**src/hw/rtl/spq_pkg.sv**
```systemverilog
package spq_pkg;

  localparam int CAPACITY_DEFAULT = 16;
  localparam int DATA_W = 32;
  localparam int OCC_W = 5;

  typedef enum logic {
    OP_ENQUEUE = 1'b0,
    OP_DEQUEUE = 1'b1
  } op_t;

  typedef enum logic [1:0] {
    ST_DONE  = 2'd0,
    ST_FULL  = 2'd1,
    ST_EMPTY = 2'd2
  } status_t;

  typedef logic signed [DATA_W-1:0] data_t;

  typedef struct packed {
    logic  enq;
    logic  deq;
    data_t new_val;
    data_t new_pri;
  } cell_ctrl_t;

endpackage

```
**src/hw/rtl/spq_req_if.sv**
```systemverilog
interface spq_req_if;
  logic            valid;
  logic            ready;
  spq_pkg::op_t    operation;
  spq_pkg::data_t  item_value;
  spq_pkg::data_t  item_priority;

  modport source (output valid, operation, item_value, item_priority, input ready);
  modport sink (input valid, operation, item_value, item_priority, output ready);
endinterface

```
**src/hw/rtl/spq_rsp_if.sv**
```systemverilog
interface spq_rsp_if;
  logic                        valid;
  logic                        ready;
  spq_pkg::status_t            status;
  spq_pkg::data_t              removed_value;
  spq_pkg::data_t              removed_priority;
  logic [spq_pkg::OCC_W-1:0]   occupancy;
  spq_pkg::data_t              top_value;
  spq_pkg::data_t              top_priority;

  modport source (
    output valid, status, removed_value, removed_priority, occupancy, top_value,
      top_priority,
    input ready
  );
  modport sink (
    input valid, status, removed_value, removed_priority, occupancy, top_value,
      top_priority,
    output ready
  );
endinterface

```
**src/hw/rtl/sorted_priority_queue_unit.sv**
```systemverilog
// Bounded priority queue built as a row of compare-and-shift cells, head in
// cell 0. Every cell compares its stored priority with the incoming one in
// parallel, so an enqueue or a dequeue is applied to the whole row at once and the block
// takes one transaction per cycle; the result sits in an output register and
// req.ready is high whenever that register is empty or being taken in the same
// cycle. Equal priorities leave in arrival order. An enqueue when full and a
// dequeue when empty leave the queue unchanged and are flagged in status.
// Slots carry no reset; occupancy alone marks which cells hold pairs.
module sorted_priority_queue_unit #(
  parameter int CAPACITY = spq_pkg::CAPACITY_DEFAULT
) (
  input logic      clk,
  input logic      rst,
  spq_req_if.sink  req,
  spq_rsp_if.source rsp
);

  localparam int CNT_W = $clog2(CAPACITY + 1);

  logic [CNT_W-1:0]    count;
  logic [CNT_W-1:0]    count_next;
  spq_pkg::cell_ctrl_t ctrl;
  logic                accept;
  logic                full;
  logic                empty;

  logic                cell_ge   [CAPACITY];
  spq_pkg::data_t      cell_val  [CAPACITY];
  spq_pkg::data_t      cell_pri  [CAPACITY];
  logic                left_ge   [CAPACITY];
  spq_pkg::data_t      left_val  [CAPACITY];
  spq_pkg::data_t      left_pri  [CAPACITY];
  spq_pkg::data_t      right_val [CAPACITY];
  spq_pkg::data_t      right_pri [CAPACITY];

  logic                    out_valid;
  spq_pkg::status_t        out_status;
  spq_pkg::data_t          out_rem_val;
  spq_pkg::data_t          out_rem_pri;
  logic [spq_pkg::OCC_W-1:0] out_occ;
  spq_pkg::data_t          out_top_val;
  spq_pkg::data_t          out_top_pri;

  spq_pkg::status_t        status_next;
  spq_pkg::data_t          rem_val_next;
  spq_pkg::data_t          rem_pri_next;
  spq_pkg::data_t          top_val_next;
  spq_pkg::data_t          top_pri_next;

  assign req.ready = !out_valid || rsp.ready;
  assign accept = req.valid && req.ready;
  assign full = count == CNT_W'(CAPACITY);
  assign empty = count == '0;

  always_comb begin
    ctrl.enq = accept && (req.operation == spq_pkg::OP_ENQUEUE) && !full;
    ctrl.deq = accept && (req.operation == spq_pkg::OP_DEQUEUE) && !empty;
    ctrl.new_val = req.item_value;
    ctrl.new_pri = req.item_priority;
  end

  // neighbor links
  always_comb begin
    for (int i = 0; i < CAPACITY; i++) begin
      if (i == 0) begin
        left_ge[i] = 1'b1;
        left_val[i] = req.item_value;
        left_pri[i] = req.item_priority;
      end else begin
        left_ge[i] = cell_ge[i-1];
        left_val[i] = cell_val[i-1];
        left_pri[i] = cell_pri[i-1];
      end
      if (i == CAPACITY - 1) begin
        right_val[i] = cell_val[i];
        right_pri[i] = cell_pri[i];
      end else begin
        right_val[i] = cell_val[i+1];
        right_pri[i] = cell_pri[i+1];
      end
    end
  end

  for (genvar g = 0; g < CAPACITY; g++) begin : g_cell
    spq_cell #(
      .IDX   (g),
      .CNT_W (CNT_W)
    ) u_cell (
      .clk       (clk),
      .ctrl      (ctrl),
      .count     (count),
      .left_ge   (left_ge[g]),
      .left_val  (left_val[g]),
      .left_pri  (left_pri[g]),
      .right_val (right_val[g]),
      .right_pri (right_pri[g]),
      .ge        (cell_ge[g]),
      .slot_val  (cell_val[g]),
      .slot_pri  (cell_pri[g])
    );
  end

  always_comb begin
    count_next = count;
    status_next = spq_pkg::ST_DONE;
    rem_val_next = '0;
    rem_pri_next = '0;
    if (req.operation == spq_pkg::OP_ENQUEUE) begin
      if (full) begin
        status_next = spq_pkg::ST_FULL;
      end else begin
        count_next = count + CNT_W'(1);
      end
    end else begin
      if (empty) begin
        status_next = spq_pkg::ST_EMPTY;
      end else begin
        count_next = count - CNT_W'(1);
        rem_val_next = cell_val[0];
        rem_pri_next = cell_pri[0];
      end
    end
    if (ctrl.enq) begin
      top_val_next = cell_ge[0] ? cell_val[0] : req.item_value;
      top_pri_next = cell_ge[0] ? cell_pri[0] : req.item_priority;
    end else if (ctrl.deq) begin
      top_val_next = (count > CNT_W'(1)) ? cell_val[1] : '0;
      top_pri_next = (count > CNT_W'(1)) ? cell_pri[1] : '0;
    end else begin
      top_val_next = empty ? '0 : cell_val[0];
      top_pri_next = empty ? '0 : cell_pri[0];
    end
  end

  always_ff @(posedge clk) begin
    if (rst) begin
      count <= '0;
      out_valid <= 1'b0;
    end else begin
      if (accept) begin
        count <= count_next;
        out_valid <= 1'b1;
      end else if (rsp.ready) begin
        out_valid <= 1'b0;
      end
    end
  end

  always_ff @(posedge clk) begin
    if (accept) begin
      out_status <= status_next;
      out_rem_val <= rem_val_next;
      out_rem_pri <= rem_pri_next;
      out_occ <= spq_pkg::OCC_W'(count_next);
      out_top_val <= top_val_next;
      out_top_pri <= top_pri_next;
    end
  end

  assign rsp.valid = out_valid;
  assign rsp.status = out_status;
  assign rsp.removed_value = out_rem_val;
  assign rsp.removed_priority = out_rem_pri;
  assign rsp.occupancy = out_occ;
  assign rsp.top_value = out_top_val;
  assign rsp.top_priority = out_top_pri;

  a_count_bound: assert property (@(posedge clk) disable iff (rst)
    count <= CNT_W'(CAPACITY))
    else $error("occupancy above capacity");

  a_dequeue_count: assert property (@(posedge clk) disable iff (rst)
    ctrl.deq |=> count == $past(count) - CNT_W'(1))
    else $error("dequeue did not shrink occupancy");

  a_head_order: assert property (@(posedge clk) disable iff (rst)
    count >= CNT_W'(2) |-> cell_pri[0] >= cell_pri[1])
    else $error("head cells out of order");

  a_full_report: assert property (@(posedge clk) disable iff (rst)
    out_valid && (out_status == spq_pkg::ST_FULL) |-> out_occ == spq_pkg::OCC_W'(CAPACITY))
    else $error("full status with wrong occupancy");

endmodule

```
**src/hw/rtl/spq_cell.sv**
```systemverilog
module spq_cell #(
  parameter int IDX = 0,
  parameter int CNT_W = 5
) (
  input  logic                clk,
  input  spq_pkg::cell_ctrl_t ctrl,
  input  logic [CNT_W-1:0]    count,
  input  logic                left_ge,
  input  spq_pkg::data_t      left_val,
  input  spq_pkg::data_t      left_pri,
  input  spq_pkg::data_t      right_val,
  input  spq_pkg::data_t      right_pri,
  output logic                ge,
  output spq_pkg::data_t      slot_val,
  output spq_pkg::data_t      slot_pri
);

  logic occupied;

  assign occupied = CNT_W'(IDX) < count;
  assign ge = occupied && (slot_pri >= ctrl.new_pri);

  always_ff @(posedge clk) begin
    if (ctrl.enq && !ge) begin
      if (left_ge) begin
        slot_val <= ctrl.new_val;
        slot_pri <= ctrl.new_pri;
      end else begin
        slot_val <= left_val;
        slot_pri <= left_pri;
      end
    end else if (ctrl.deq) begin
      slot_val <= right_val;
      slot_pri <= right_pri;
    end
  end

endmodule
```
**src/flat_wrapper.sv**
```systemverilog
// flat-port wrapper written by rule: the top's interface ports become plain ports
module sorted_priority_queue_unit_flat 
#(
  parameter int CAPACITY = spq_pkg::CAPACITY_DEFAULT
)
  (clk, rst, req_valid, req_operation, req_item_value, req_item_priority, req_ready, rsp_valid, rsp_status, rsp_removed_value, rsp_removed_priority, rsp_occupancy, rsp_top_value, rsp_top_priority, rsp_ready);
  spq_req_if req_i ();
  spq_rsp_if rsp_i ();
  input logic clk;
  input logic rst;
  input wire logic [$bits(req_i.valid)-1:0] req_valid;
  input wire logic [$bits(req_i.operation)-1:0] req_operation;
  input wire logic [$bits(req_i.item_value)-1:0] req_item_value;
  input wire logic [$bits(req_i.item_priority)-1:0] req_item_priority;
  output wire logic [$bits(req_i.ready)-1:0] req_ready;
  output wire logic [$bits(rsp_i.valid)-1:0] rsp_valid;
  output wire logic [$bits(rsp_i.status)-1:0] rsp_status;
  output wire logic [$bits(rsp_i.removed_value)-1:0] rsp_removed_value;
  output wire logic [$bits(rsp_i.removed_priority)-1:0] rsp_removed_priority;
  output wire logic [$bits(rsp_i.occupancy)-1:0] rsp_occupancy;
  output wire logic [$bits(rsp_i.top_value)-1:0] rsp_top_value;
  output wire logic [$bits(rsp_i.top_priority)-1:0] rsp_top_priority;
  input wire logic [$bits(rsp_i.ready)-1:0] rsp_ready;
  assign req_i.valid = req_valid;
  assign req_i.operation = req_operation;
  assign req_i.item_value = req_item_value;
  assign req_i.item_priority = req_item_priority;
  assign req_ready = req_i.ready;
  assign rsp_valid = rsp_i.valid;
  assign rsp_status = rsp_i.status;
  assign rsp_removed_value = rsp_i.removed_value;
  assign rsp_removed_priority = rsp_i.removed_priority;
  assign rsp_occupancy = rsp_i.occupancy;
  assign rsp_top_value = rsp_i.top_value;
  assign rsp_top_priority = rsp_i.top_priority;
  assign rsp_i.ready = rsp_ready;
  sorted_priority_queue_unit #(.CAPACITY(CAPACITY)) u_core (.clk(clk), .rst(rst), .req(req_i), .rsp(rsp_i));
endmodule
```
**config.mk**
```make
export PLATFORM = sky130hd
export DESIGN_NAME = sorted_priority_queue_unit_flat
export DESIGN_NICKNAME = d
export VERILOG_FILES = /design/src/hw/rtl/spq_pkg.sv /design/src/hw/rtl/spq_req_if.sv /design/src/hw/rtl/spq_rsp_if.sv /design/src/hw/rtl/sorted_priority_queue_unit.sv /design/src/hw/rtl/spq_cell.sv /design/src/flat_wrapper.sv
export SDC_FILE = /design/constraint.sdc
export NUM_CORES = 2
export LEC_CHECK = 0
export BUFFER_PORTS_ARGS = -buffer_cell sky130_fd_sc_hd__buf_2
export CAP_MARGIN = 20
export CORE_ASPECT_RATIO = 1.5
export CORE_MARGIN = 2
export CORE_UTILIZATION = 45
export DETAILED_ROUTE_END_ITERATION = 16
export GPL_TIMING_DRIVEN = 0
export SYNTH_ARGS = -nofsm -noshare
export SYNTH_HDL_FRONTEND = slang
export SYNTH_SLANG_ARGS = --single-unit
export TNS_END_PERCENT = 5
```
**constraint.sdc**
```tcl
create_clock -name clk -period 9.43 [get_ports clk]
set_input_delay 0.4715 -clock clk [delete_from_list [all_inputs] [get_ports clk]]
set_output_delay 0.4715 -clock clk [all_outputs]
set_load 0.1 [all_outputs]
```
# Word level (Yosys, flattened, before mapping)
# Index checks and enable logic that the tools add are counted.
totals:
  regBits: 1165
  inputBits: 69
op_classes:
  addsub: 2
  n_lt_le_gt_ge: 33
  n_eq_ne: 1
  mux: 108
  n_bitwise: 1
  reduce_logical: 74
op_table:
  columns: ["op", "count"]
  rows:
  - ["32-bit two-way mux", 100]
  - ["32-bit >= comparator", 16]
  - ["4-bit by 5-bit less-than comparator with 1-bit output, first input constant", 8]
  - ["1-bit logical AND", 37]
  - ["2-bit nonzero test", 16]
  - ["3-bit by 5-bit less-than comparator with 1-bit output, first input constant", 4]
  - ["1-bit zero test", 19]
  - ["5-bit two-way mux", 3]
  - ["1-bit by 5-bit less-than comparator with 1-bit output, first input constant", 2]
  - ["2-bit by 5-bit less-than comparator with 1-bit output, first input constant", 2]
  - ["5-bit by 1-bit adder with 5-bit output, second input constant", 1]
  - ["5-bit == test, second input constant", 1]
  - ["5-bit by 1-bit greater-than comparator with 1-bit output, second input constant", 1]
  - ["5-bit zero test", 1]
  - ["5-bit by 1-bit subtractor with 5-bit output, second input constant", 1]
  - ["2-bit two-way mux", 2]
  - ["1-bit two-way mux", 3]
  - ["1-bit logical OR", 1]
  - ["1-bit inverter", 1]

# Longest topological paths before layout
logic_depth:
  ltp_word: 7
  ltp_mapped: 13

# By module
# A second synthesis with hierarchy kept.
unflattened:
  cells_unflattened: 6013
  area_unflattened_um2: 80389.6
by_module_without_submodules:
  columns: ["mod", "n_inst", "cells_per_inst", "area_per_inst_um2"]
  rows:
  - ["spq_cell at u_core.g_cell[10].u_cell ...", 3, 336, 4601.9]
  - ["spq_cell at u_core.g_cell[14].u_cell ...", 2, 335, 4598.2]
  - ["sorted_priority_queue_unit", 1, 599, 7204.4]
  - ["spq_cell at u_core.g_cell[6].u_cell", 1, 334, 4603.2]
  - ["spq_cell at u_core.g_cell[5].u_cell", 1, 335, 4596.9]
  - ["spq_cell at u_core.g_cell[1].u_cell", 1, 335, 4595.7]
  - ["spq_cell at u_core.g_cell[11].u_cell", 1, 335, 4594.4]
  - ["spq_cell at u_core.g_cell[15].u_cell", 1, 335, 4593.2]
  - ["spq_cell at u_core.g_cell[13].u_cell", 1, 332, 4591.9]
  - ["spq_cell at u_core.g_cell[9].u_cell", 1, 331, 4568.1]
  - ["spq_cell at u_core.g_cell[3].u_cell", 1, 327, 4549.4]
  - ["spq_cell at u_core.g_cell[0].u_cell", 1, 330, 4520.6]
  - ["spq_cell at u_core.g_cell[7].u_cell", 1, 325, 4503.1]
  - ["spq_cell at u_core.g_cell[8].u_cell", 1, 417, 4466.8]

# Worst setup path before layout
# No wires, ideal clock.
synth_path:
  kind: "reg-to-reg"
  start: "register u_core.out_valid, in the netlist u_core.rsp.valid"
  end: "register u_core.g_cell[12].u_cell.slot_pri[0] (enable)"
  setup_time_ns: 1.044
  arrival_ns: 7.982
  required_time_ns: 8.386
  path_slack_ns: 0.404
  stages_incl_launch_ff: 7
  path_buffers: 1
  path_cell_list: "dfxtp_1 -> nand2b_1 -> nand2_1 -> clkinv_1 -> nand2_1 -> clkbuf_1 -> o21ai_0"
synth_via:
  elab_chain_len: 7
synth_rtl:
  columns: ["item", "line_no", "rtl"]
  rows:
  - ["start: declaration", "sorted_priority_queue_unit.sv:36", "logic out_valid;"]
  - ["start signal: assignment", "sorted_priority_queue_unit.sv:138", "out_valid <= 1'b0;"]
  - ["start signal: assignment", "sorted_priority_queue_unit.sv:142", "out_valid <= 1'b1;"]
  - ["start signal: assignment", "sorted_priority_queue_unit.sv:144", "out_valid <= 1'b0;"]
  - ["1-bit zero test (*)", "sorted_priority_queue_unit.sv:50", "assign req.ready = !out_valid || rsp.ready;"]
  - ["1-bit logical OR (*)", "sorted_priority_queue_unit.sv:50", null]
  - ["net req_ready", "flat_wrapper.sv:15", "output wire logic [$bits(req_i.ready)-1:0] req_ready;"]
  - ["1-bit logical AND (*)", "sorted_priority_queue_unit.sv:51", "assign accept = req.valid && req.ready;"]
  - ["net u_core.accept", "sorted_priority_queue_unit.sv:23", "logic accept;"]
  - ["1-bit logical AND (2 in a row)", "sorted_priority_queue_unit.sv:56", "ctrl.enq = accept && (req.operation == spq_pkg::OP_ENQUEUE) && !full;"]
  - ["1-bit logical AND", "spq_cell.sv:24", "if (ctrl.enq && !ge) begin"]
  - ["2-bit nonzero test (no source line) (*)", null, null]
  - ["end signal: assignment", "spq_cell.sv:27", "slot_pri <= ctrl.new_pri;"]
  - ["end signal: assignment", "spq_cell.sv:30", "slot_pri <= left_pri;"]
  - ["end signal: assignment", "spq_cell.sv:34", "slot_pri <= right_pri;"]
  - ["end: declaration", "spq_cell.sv:15", "output spq_pkg::data_t slot_pri"]
# The timed path passes the listed nets; every way through them passes the cells marked *.
# A chain may end at the register's enable or synchronous reset.

# Worst setup path after layout
layout_path:
  start: "input req_item_priority[31]"
  end: "register u_core.g_cell[13].u_cell.slot_pri[19] (enable)"
layout_via:
  elab_chain_len: 5
layout_rtl:
  columns: ["item", "line_no", "rtl"]
  rows:
  - ["start: declaration", "flat_wrapper.sv:14", "input wire logic [$bits(req_i.item_priority)-1:0] req_item_priority;"]
  - ["32-bit >= comparator", "spq_cell.sv:21", "assign ge = occupied && (slot_pri >= ctrl.new_pri);"]
  - ["1-bit logical AND", "spq_cell.sv:21", null]
  - ["1-bit zero test", "spq_cell.sv:24", null]
  - ["1-bit logical AND", "spq_cell.sv:24", null]
  - ["2-bit nonzero test (no source line)", null, null]
  - ["end signal: assignment", "spq_cell.sv:27", null]
  - ["end signal: assignment", "spq_cell.sv:30", null]
  - ["end signal: assignment", "spq_cell.sv:34", null]
  - ["end: declaration", "spq_cell.sv:15", null]
# Every way passes these cells.

==> results.ini <==
[outcome]
outcome = finished, final reports clean

[placement]
dp.cells = 9104
dp_hpwl_mm = 227
place.gp.congestion = 0.972
numPortBuffers = 173

[timing]
relSlewSlack_pct = 12.7
drv_slew = 0
post-route-period-util_pct = 61.1
fmaxAchievable_mhz = 174
setup_viol = 0
tightest_slew_ns = 1.31
skew_ns = 0.0383
grt_setup_unrepaired = false
layout_min_cycle_time_ns = 5.76
hold_viol = 0

[clocking]
insertion_delay_ns = 0.82
cts_resized = 0
cts_tree = built
cts_sinks = 1165
clockBufferDepth = 3
cts-root-buf = clkbuf_16
cts.htree.levels = 3
clk_pin_slew_ns = 0.06
cts_buffers = 120

[worst_hold_path]
hp-start = req_item_priority[29]
hold_end = u_core.g_cell[13].u_cell.slot_pri[29]$_DFFE_PP_
holdPathStages = 3
hp-class = primary input to register

[pwr]
seqPwrFrac_pct = 42.5
power_frac_clock_pct = 29.7
swShare_pct = 35.6
pwr-share-comb_pct = 27.7
peakVddDrop_uv = 164
p_leak_nw = 30.7
power_density_mw_per_mm2 = 207
internal-power_mw = 11.0
power_switching_mw = 6.07

[synthesis]
syn_inst = 6783
netlist_area_mm2 = 0.0731
synth_edf_count = 1159
synth-seq-cells = 1165
yosysWarnings = 0
seq_area_frac_synth_pct = 47.8
yosysUniqueCellTypes = 88
syn_area_per_cell_um2 = 10.8
ys.flop_type = edfxtp_1
async_reset_ff_share_pct = 0
syn_nets = 7367

[finish]
multi_input_area_mm2 = 0.0353
layout_common_cells = edfxtp_1 (1159), o21ai_0 (713), mux2i_1 (609), ha_1 (515), a21oi_1 (510)
drive_gt1_share_pct = 13.8
nNetsFinal = 7722
fin_util_pct = 50.8
fillCellCount = 14800
areaGrowthSynthToFinish_pct = 12.3
final_common_cell = edfxtp_1
final_cells = 9358
seqCellArea_mm2 = 0.0349

[run]
max-cap-violations = 0

[critical_path]
reg2reg_depth = 12
endpoint_kind = register
r2r-end = u_core.g_cell[2].u_cell.slot_pri[14]$_DFFE_PP_
worst_setup_path_start_kind = primary input
critPathRequiredTime_ns = 9.95
crit_type = primary input to register
cp.arrival_ns = 6.28
cp_max_fo = 40
timing.rr.start = u_core.count[1]$_SDFFE_PP0P_
r2r_slack_ns = 4.13

[floorplanning]
core_area_mm2 = 0.162
die-area_mm2 = 0.166
dieHeight_um = 498
die_w_um = 333
io_pins = 206
rows = 181
start_util_pct = 45.2

[global_route]
grt_pass1_wl_mm = 418
grt_pass1_vias = 61600
grt.total_usage_pct = 34.4
grt_overflow = 0
antenna_found_initial = 20
grt_max_degree = 103

[route]
drc_errors = 0
antenna_left = 0
via_count = 60600
wl_per_cell_um = 31.2
dr.pass1.iters = 8
routed_via_density = 6.48
drt_iter0_markers = 6419
wl_mm = 292

==> logic make-up (layout without fill, tap and decap cells) <==
family	Yosys count	count (layout)	synth area share [%]
compound gates	2042	2042	16.4
fa+ha+maj	515	515	8.81
simple gates	1398	1398	9.04
flops	1165	1165	47.8
buf+inv	697	1156	4.21
xor+xnor	4	4	0.0479
other cells	0	12	0
mux	962	962	13.8
==> stage by stage <==
step	worst slack, ns	TNS, ns	cell area (µm²)	hold WS, ns	power, mW
6_report	3.67	0	82100	0.193	17.0
5_1_grt	3.82	0	82100	0.207	17.6
4_1_cts	3.97	0	81800	0.169	16.9
3_5_place_dp	3.15	0	77800	0.536	11.9
3_3_place_gp	-4.29	-1754.61	76600	0.506	11.8
2_1_floorplan	0.404	0	73100	0.515	10.3
==> state kept, by name, summed over array words and instances, names as in the netlist <==
register	flops
u_core.count	5
u_core.g_cell.u_cell.slot_pri	512
u_core.g_cell.u_cell.slot_val	512
u_core.rsp.occupancy	5
u_core.rsp.removed_priority	32
u_core.rsp.removed_value	32
u_core.rsp.status	2
u_core.rsp.top_priority	32
u_core.rsp.top_value	32
u_core.rsp.valid	1
==> synthesized netlist by cell type (73+ instances only) <==
| master | number | area (µm²) |
|---|---|---|
| mux2_2 | 323 | 3640 |
| buf_2 | 160 | 801 |
| nand2_1 | 473 | 1780 |
| o22ai_1 | 129 | 807 |
| edfxtp_1 | 1159 | 34800 |
| clkbuf_1 | 350 | 1310 |
| nand3_1 | 111 | 556 |
| a21o_1 | 83 | 623 |
| o21ai_0 | 718 | 3590 |
| inv_1 | 132 | 495 |
| a31oi_1 | 137 | 857 |
| nand2b_1 | 73 | 457 |
| nor2_1 | 354 | 1330 |
| a21oi_1 | 513 | 2570 |
| nand4_1 | 92 | 576 |
| ha_1 | 515 | 6440 |
| mux2i_1 | 609 | 6100 |
==> repair_timing <==
action | 4_1_cts | 5_1_grt
hold buffers | 3 | 0
endpoints found under the hold margin | 6 | 0
setup buffers | 0 | 0
==> routing by layer <==
layer | GRT usage, % | part of all wire (%) | vias to the layer above
met4 | 28.6 | 9.6 | 8
met5 | 0 | 0.019 | -
met2 | 58.1 | 48 | 2914
met1 | 38.3 | 36 | 30200
li1 | - | - | 26500
met3 | 4.95 | 6.1 | 973
==> power by group through the flow <==
| stage | logic, mW | clock network, mW | registers [mW] |
|---|---|---|---|
| finish | 4.72 | 5.06 | 7.25 |
| global route | 5.06 | 5.25 | 7.27 |
| CTS | 4.62 | 5.08 | 7.22 |
| detailed placement | 4.61 | 0 | 7.32 |
| global placement | 4.37 | 0 | 7.41 |
| floorplan | 2.71 | 0 | 7.54 |
==> area by class of cell <==
type / instances / area share, %
Sequential cell: 1165 / 42.5
Clock buffer: 139 / 3.77
Tap cell: 2104 / 3.21
Timing Repair Buffer: 233 / 2.66
Inverter: 133 / 0.614
Clock inverter: 87 / 1.07
Antenna cell: 12 / 0.0366
Buffer: 564 / 3.14
Multi-Input combinational cell: 4921 / 43.0
==> worst max-delay path by stage <==
stage	to	startpoint	cells past startpoint	slack, ns
after floorplan	u_core.g_cell[12].u_cell.slot_pri[0]$_DFFE_PP_	u_core.rsp.valid$_SDFFE_PP0P_	6	0.40
after global placement	u_core.g_cell[12].u_cell.slot_pri[20]$_DFFE_PP_	rsp_ready	7	-4.29
after detailed placement	u_core.g_cell[13].u_cell.slot_pri[18]$_DFFE_PP_	req_item_priority[31]	14	3.15
after CTS	u_core.g_cell[13].u_cell.slot_pri[14]$_DFFE_PP_	req_item_priority[31]	14	3.97
after global routing	u_core.g_cell[13].u_cell.slot_pri[14]$_DFFE_PP_	req_item_priority[31]	14	3.82
final	u_core.g_cell[13].u_cell.slot_pri[19]$_DFFE_PP_	req_item_priority[31]	14	3.67
==> worst max-delay path, cell delays in order <==
cell	delay [ns]
buf_2	0.36
inv_1	0.61
ha_1	0.62
nand4_1	0.27
nor4_1	0.81
a31oi_1	0.40
o21a_1	0.22
a211oi_1	0.25
nand2b_1	0.22
buf_2	0.42
clkbuf_1	0.44
buf_2	0.36
nand2_4	0.32
buf_16	0.38
No activity file was read; power rests on OpenSTA's default activity.
